===== config.mk =====
export PLATFORM = sky130hd
export DESIGN_NAME = bllca_ram
export DESIGN_NICKNAME = d
export VERILOG_FILES = /design/src/rtl/core/bllca_ram.sv
export SDC_FILE = /design/constraint.sdc
export NUM_CORES = 1
export LEC_CHECK = 0
export ABC_AREA = 0
export BUFFER_PORTS_ARGS = -buffer_cell sky130_fd_sc_hd__buf_2
export CELL_PAD_IN_SITES_DETAIL_PLACEMENT = 0
export CELL_PAD_IN_SITES_GLOBAL_PLACEMENT = 2
export CORE_MARGIN = 3
export CORE_UTILIZATION = 50
export CTS_CLUSTER_SIZE = 28
export DETAILED_ROUTE_END_ITERATION = 8
export GPL_TIMING_DRIVEN = 0
export PLACE_DENSITY = 0.9
export SKIP_LAST_GASP = 1
export SLEW_MARGIN = 5
export SYNTH_ARGS = -nofsm -noshare
export SYNTH_HDL_FRONTEND = slang
export SYNTH_SLANG_ARGS = --single-unit

===== constraint.sdc =====
create_clock -name clk -period 3.77 [get_ports clk]
set_input_delay 0 -clock clk [delete_from_list [all_inputs] [get_ports clk]]
set_output_delay 0 -clock clk [all_outputs]
set_load 0.01 [all_outputs]

===== src/rtl/core/bllca_ram.sv =====
// generic single write port ram with one registered read port
// used for the node store and the jump table; no dependencies
module bllca_ram #(
  parameter int WIDTH = 8,
  parameter int DEPTH = 16,
  localparam int AW = (DEPTH > 1) ? $clog2(DEPTH) : 1
) (
  input  logic             clk,
  input  logic             we,
  input  logic [AW-1:0]    waddr,
  input  logic [WIDTH-1:0] wdata,
  input  logic [AW-1:0]    raddr,
  output logic [WIDTH-1:0] rdata
);

  logic [WIDTH-1:0] mem [DEPTH];

  always_ff @(posedge clk) begin
    if (we) begin
      mem[waddr] <= wdata;
    end
    rdata <= mem[raddr];
  end

endmodule


# Word level (Yosys, flattened, before mapping)
# Memories as Yosys holds them, arrays and structs flattened. A register that Yosys moved wholly into a read port is not among the register bits.
# Index checks and enable logic that the tools add are counted.
# Widths: inputs -> output; s select.
[word_totals]
register_bits = 0
ramBits = 128
in_bits = 18
output_inout_bits = 8
wordCells = 3
memories = 1
[memory_table]
columns = ["memory", "words", "width", "read_ports", "rd_ports_with_merged_regs", "write_ports", "line_no", "source"]
rows = [
  ["mem", 16, 8, 1, 1, 1, "16", "logic [WIDTH-1:0] mem [DEPTH];"],
]
[op_classes]
n_mux = 2
[ops]
columns = ["operator", "n"]
rows = [
  ["$mux 1", 2],
]

# Longest topological paths before layout
# Gate-level depths: netlist of run 1.
[logic_depth]
word_depth = 2
depth_mapped = 5

# Least setup slack after synthesis of run 1
# Ideal clock, no wire load.
[synth_timing]
path_type = "in2reg"
startpoint = "input waddr[2]"
endpoint = "memory mem[0][0] (enable)"
setup_ns = 0.383
arrival_time_ns = 1.110
path_slack_ns = 2.277
stages = 2
path_cell_list = "or3b_2 -> nor3_1"
[synth_rtl]
columns = ["element", "line_no", "source"]
rows = [
  ["start: declaration", "10", "input logic [AW-1:0] waddr,"],
  ["end: declaration", "16", ""],
]
# No word-level cell before the write port.

# Worst setup path in the final report of run 1
[layout_timing]
startpoint = "input waddr[1]"
endpoint = "memory mem[8][3] (enable)"
# No word-level cell before the write port.

==> Flow_metrics.wiki, run 1 <==
{| class="wikitable"
! Metric !! Value
|-
| Final Cycle Share || 0.4284
|-
| Vertical extent of the die || 107.5 um
|-
| RSZ-0062 raised after global routing || no
|-
| Worst Setup Start Kind || input pin
|-
| Sequential share of the synthesized area || 0.7778
|-
| Share of post-route cells with drive strength above 1 || 0.2939
|-
| Overflow left after global routing || 0
|-
| Most common library cell in the layout ignoring fill and taps || edfxtp_1
|-
| Vias in the first global route || 2,477
|-
| Cell depth of the worst min-delay path || 2
|-
| Max Cap Violations || 0
|-
| Maximum frequency from static timing analysis || 619.2 MHz
|-
| Area of the core || 0.009910 mm2
|-
| I/O pins || 26
|-
| Clock transition time at the flip-flop clock pins of the worst setup and hold paths || 0.06 ns
|-
| Stage delay of the slowest cell on the critical path || 1.03 ns
|-
| Clock tree root buffer cell || clkbuf_8
|-
| Slew of the pin with the lowest slew margin || 1.278 ns
|-
| Cell row count || 36
|-
| Master of the slowest instance on the critical path || nor3_1
|-
| Worst endpoint required time || 3.91 ns
|-
| Clock skew || 0.003148 ns
|-
| Shortest period the worst path allows || 1.615 ns
|-
| Antenna violations before repair || 0
|-
| Post-CTS Repair Setup Buffers || 0
|-
| Max clock buf depth || 2
|-
| Layout area overhead || 20.37%
|-
| Gp weighted congestion || 0.7123
|-
| Final count of hold timing violations || 0
|-
| Post-DP HPWL || 5.999 mm
|-
| Total Negative Setup Slacks || 0 ns
|-
| Total CTS buffers || 17
|-
| Number of nets still failing antenna checks after routing || 0
|-
| Post-route cell area || 0.006196 mm2
|-
| Mapped Nets || 247
|-
| Standard cell area after detailed placement || 0.005434 mm2
|-
| Cell Chain, Critical Path || dlygate4sd3_1 -> buf_2 -> nor3_1
|-
| Wirelength per Cell || 23.18 um
|-
| Commonest cells after routing, fill and taps aside || edfxtp_1, buf_2, mux4_2
|-
| Pleak || 0.002093 uW
|-
| Iteration-0 DRC Markers || 163
|-
| GR Util All Layers || 0.1936
|-
| Port Buf Inserts || 24
|-
| Class of the worst hold path || input pin to flip-flop
|-
| TritonRoute pass-1 iters || 4
|-
| Max H-tree Level || 4
|-
| Worst vdd ir || 0.4216 mV
|-
| Vias/cell || 5.655
|-
| Crit path DAT || 1.75 ns
|-
| Number of cells produced by synthesis || 229
|-
| Routed via count || 2,426
|-
| Layout net count || 301
|-
| Number of hold buffers added after CTS || 10
|-
| Post-synthesis register bit count || 136
|-
| Worst reg2reg path depth || 3
|-
| Antenna fix cells || 0
|-
| Number of max-slew violations in the final report || 0
|-
| Cells resized by post-CTS repair || 0
|-
| Routed wire length || 9.943 mm
|-
| Effective utilization at floorplan || 0.5194
|-
| Die boundary width || 107.5 um
|-
| Setup crit end kind || flip-flop
|-
| Number of warnings reported in the yosys synthesis log || 0
|-
| Status || complete, no violations
|-
| Number of sinks on the clock net || 136
|-
| Largest net degree at the start of global routing || 17
|-
| Areal power density over the cells || 585.1 mW/mm2
|-
| Worst max-slew margin expressed relative to the limit || 0.1412
|-
| Avg Inst Size Synth || 22.48 um2
|-
| Worst-path fanout max || 8
|-
| Detailed-route DRC error count || 0
|-
| Clock tree from TritonCTS || built
|-
| Clock latency reported for the late side of the worst-skew pair || 0.52 ns
|-
| Category of the critical setup timing path || input pin to flip-flop
|-
| Number of distinct library cells after synthesis || 19
|-
| DIE AREA || 0.01155 mm2
|-
| Cell area after synthesis || 0.005147 mm2
|-
| First-pass GRT wire length || 15.24 mm
|-
| Count of endpoints failing setup in the final report || 0
|}
[registers in the layout, indices dropped and copies added, names as in the netlist]
register,cells
rdata,8
mem,128
[per-stage QoR]
step	hold slack (ns)	total power [uW]	utilization	worst slack (ns)	std cells
3_3_place_gp	0.3956	1887	0.5484	1.729	386
6_report	0.009100	3625	0.6253	2.155	429
4_1_cts	0.02301	3651	0.6232	2.211	428
2_1_floorplan	0.09887	1820	-	2.277	229
3_5_place_dp	0.3948	1894	0.5484	1.661	386
5_1_grt	0.01297	3729	0.6253	2.056	429
[final timing paths]
check | start | to | slack (ns)
worst min register to register | mem[8][5] | rdata[5] | 0.68
worst max-delay path | waddr[1] | mem[8][3] | 2.15
worst min-delay path | waddr[0] | mem[0][1] | 0.009
worst max register to register | mem[8][0] | rdata[0] | 2.40
[report_power, final]
group | switching, uW | internal (uW)
Combinational | 97.7 | 74.5
Clock | 584 | 1170
Sequential | 8.06 | 1690
[cell families (layout without fill, tap and decap cells)]
logic type	Yosys count	count (layout)	share of synthesized area
flip-flops	136	136	0.7778
AND/OR/NAND/NOR	35	35	0.03184
AO/OA/AOI/OAI	16	16	0.02334
buffers and inverters	10	77	0.01677
multiplexers	32	32	0.1502
[cells in the mapped netlist]
library cell / count / area share
a22oi_1: 16 / 0.023
and2_1: 1 / 0.0012
and2b_1: 1 / 0.0015
buf_2: 3 / 0.0029
buf_4: 1 / 0.0015
buf_6: 3 / 0.0066
clkdlybuf4s25_2: 3 / 0.0058
dfxtp_1: 8 / 0.031
edfxtp_1: 128 / 0.75
mux4_1: 14 / 0.071
mux4_2: 18 / 0.079
nand2_1: 9 / 0.0066
nand2b_1: 2 / 0.0024
nand3_1: 1 / 0.00097
nand3b_1: 2 / 0.0029
nor2_1: 13 / 0.0095
nor2b_1: 1 / 0.0012
nor3_1: 4 / 0.0039
or3b_2: 1 / 0.0017
[worst max-delay path: cells and delay by family]
| kind | cells | cell delay, ns |
|---|---|---|
| buf+inv | 2 | 0.72 |
| simple gates | 1 | 1.03 |
[per-layer routing]
metal	share of wire	vias to the layer above	track usage	wire (um)
met3	0.073	20	0.06359	729
met2	0.48	81	0.2806	4756
li1	-	1081	-	-
met4	0.018	0	0.07574	177
met1	0.43	1244	0.2765	4280
met5	0	-	0	0
[final cells by class]
type                       count  area (um2)
tap                          133       166.4
timing repair buffer          35       230.2
multi-input combinational     83        1067
buffer                        10       86.33
clock inverter                13       200.2
sequential                   136        4004
clock buffer                  19       441.7
fill                         677        3714
Note: power is estimated with default switching activity, not from simulation.
==> inputs of run 2 (changes only) <==
Settings changed: CORE_UTILIZATION 50 to 43, PLACE_DENSITY 0.9 to 0.83.
Clock period 3.77 ns to 1.39 ns, I/O delays scaled along.
==> run 2 against run 1 <==
Compared with the run above:
- the run now ends with negative setup slack left
- via count is 1.2% lower
- worst setup slack worse by 2.2 ns
- total power grew to 2.6 times the previous value
- clock-buffer cell count is 3 higher
- die area is 15% higher
- wire length is 0.47% lower
- sequential power grew to 2.7 times the previous value
- register-to-register slack worse by 2.4 ns
- hold slack better by 0.020 ns
- highest routed layer unchanged
==> Flow_metrics.wiki, run 2 (synthesis gave the netlist of run 1 again) <==
{| class="wikitable"
! Metric !! Value
|-
| Commonest cells after routing, fill and taps aside || edfxtp_1, buf_2, mux4_2
|-
| Post-CTS Repair Setup Buffers || 0
|-
| First-pass GRT wire length || 14.96 mm
|-
| Slew of the pin with the lowest slew margin || 1.174 ns
|-
| Worst max-slew margin expressed relative to the limit || 0.2111
|-
| Largest registers || mem x128, rdata x8
|-
| Most common library cell in the layout ignoring fill and taps || edfxtp_1
|-
| Clock tree from TritonCTS || built
|-
| Clock latency reported for the late side of the worst-skew pair || 0.41 ns
|-
| Routed wire length || 9.896 mm
|-
| Overflow left after global routing || 0
|-
| Clock tree root buffer cell || clkbuf_16
|-
| Worst endpoint required time || 1.68 ns
|-
| Worst Setup Start Kind || flip-flop
|-
| Effective utilization at floorplan || 0.4451
|-
| Number of sinks on the clock net || 136
|-
| Number of nets still failing antenna checks after routing || 0
|-
| Stage delay of the slowest cell on the critical path || 0.57 ns
|-
| Crit path DAT || 1.68 ns
|-
| Class of the worst hold path || input pin to flip-flop
|-
| Clock skew || 0.008743 ns
|-
| Detailed-route DRC error count || 0
|-
| Final count of hold timing violations || 0
|-
| Antenna fix cells || 0
|-
| Die boundary width || 115.4 um
|-
| Areal power density over the cells || 1529 mW/mm2
|-
| Master of the slowest instance on the critical path || mux4_1
|-
| Category of the critical setup timing path || flip-flop to flip-flop
|-
| Cell family with most CP delay || multiplexers
|-
| Largest net degree at the start of global routing || 17
|-
| Antenna violations before repair || 0
|-
| Setup crit end kind || flip-flop
|-
| Status || finished with violations
|-
| Combined buffer and inverter count along the critical path || 0
|-
| Total Negative Setup Slacks || -0.0007366 ns
|-
| Post-layout util || 0.5298
|-
| Vias in the first global route || 2,474
|-
| DIE AREA || 0.01332 mm2
|-
| RSZ-0062 raised after global routing || no
|-
| Pleak || 0.002060 uW
|-
| Worst setup slack before clock tree synthesis || -0.4092 ns
|-
| Max H-tree Level || 4
|-
| I/O pins || 26
|-
| GR Util All Layers || 0.1646
|-
| Largest register by flop count || mem
|-
| Cell row count || 39
|-
| Number of max-slew violations in the final report || 0
|-
| Layout net count || 297
|-
| Wirelength per Cell || 22.75 um
|-
| Max Cap Violations || 0
|-
| Routed via count || 2,397
|-
| Hold Slack || 0.02924 ns
|-
| Worst vdd ir || 0.6575 mV
|-
| Port Buf Inserts || 24
|-
| Violations in the final reports || negative setup slack
|-
| Max FFs per register || 128
|-
| Post-route cell area || 0.006127 mm2
|-
| Gp weighted congestion || 0.7484
|-
| Iteration-0 DRC Markers || 183
|-
| Total CTS buffers || 17
|-
| Clock transition time at the flip-flop clock pins of the worst setup and hold paths || 0.05 ns
|-
| Post-DP HPWL || 6.161 mm
|-
| Vias/cell || 5.510
|-
| Count of endpoints failing setup in the final report || 1
|-
| Vertical extent of the die || 115.4 um
|-
| Final Worst Setup Slack || -0.0007366 ns
|-
| Standard cell area after detailed placement || 0.005451 mm2
|-
| Area of the core || 0.01156 mm2
|-
| Worst-path fanout max || 1
|-
| Share of post-route cells with drive strength above 1 || 0.3048
|-
| Maximum frequency from static timing analysis || 719.0 MHz
|-
| Shortest period the worst path allows || 1.391 ns
|-
| Final Cycle Share || 1.001
|-
| Layout filler cell count || 860
|-
| TritonRoute pass-1 iters || 4
|-
| Max clock buf depth || 2
|-
| Layout area overhead || 19.03%
|-
| Cell Chain, Critical Path || mux4_1 -> a22oi_2 -> nand2_1
|}
==> run 2: timing repair <==
| action | CTS | global route |
|---|---|---|
| pin swaps | 0 | 1 |
| hold buffers | 7 | 0 |
| endpoints found under the setup margin | 2 | 19 |
| gates resized for setup | 2 | 4 |
| cloned | 0 | 0 |
| endpoints found under the hold margin | 97 | 0 |
==> run 2: final cells by class <==
| class | count | area, um2 | area share |
|---|---|---|---|
| sequential | 136 | 4004 | 0.6535 |
| multi-input combinational | 83 | 1092 | 0.1783 |
| clock buffer | 22 | 474.2 | 0.07739 |
| timing repair buffer | 31 | 190.2 | 0.03104 |
| tap | 143 | 178.9 | 0.02920 |
| clock inverter | 10 | 101.3 | 0.01654 |
| buffer | 10 | 86.33 | 0.01409 |
==> run 2: worst reg2reg max path, stage by stage, from the launching register on <==
cell and delay [ns]:
edfxtp_1 0.35, mux4_1 0.57, a22oi_2 0.28, nand2_1 0.09
==> run 2: worst paths after layout <==
path	start	end	slack, ns	cells after the start
hold reg to reg	mem[8][2]	rdata[2]	0.68	3
setup / recovery	mem[5][0]	rdata[0]	-0.0007	3
hold / removal	wdata[1]	mem[15][1]	0.03	1
setup reg to reg	mem[5][0]	rdata[0]	-0.0007	3
==> run 2: where the power goes <==
part	switching (uW)	total (uW)	internal, uW
Clock	1530	4290	2750
Sequential	20.8	4610	4590
Combinational	273	471	199
==> run 2: per-stage QoR <==
step | power (uW) | instances
6_report | 9368 | 435
5_1_grt | 9654 | 435
4_1_cts | 9418 | 435
3_5_place_dp | 5139 | 396
3_3_place_gp | 5120 | 396
2_1_floorplan | 4935 | 229
==> run 2: metal layers <==
| layer | global-route usage | share of wire | vias to the layer above |
|---|---|---|---|
| li1 | - | - | 1072 |
| met1 | 0.2305 | 0.43 | 1220 |
| met2 | 0.2400 | 0.48 | 92 |
| met3 | 0.05431 | 0.061 | 13 |
| met4 | 0.06886 | 0.025 | 0 |
| met5 | 0 | 0 | - |
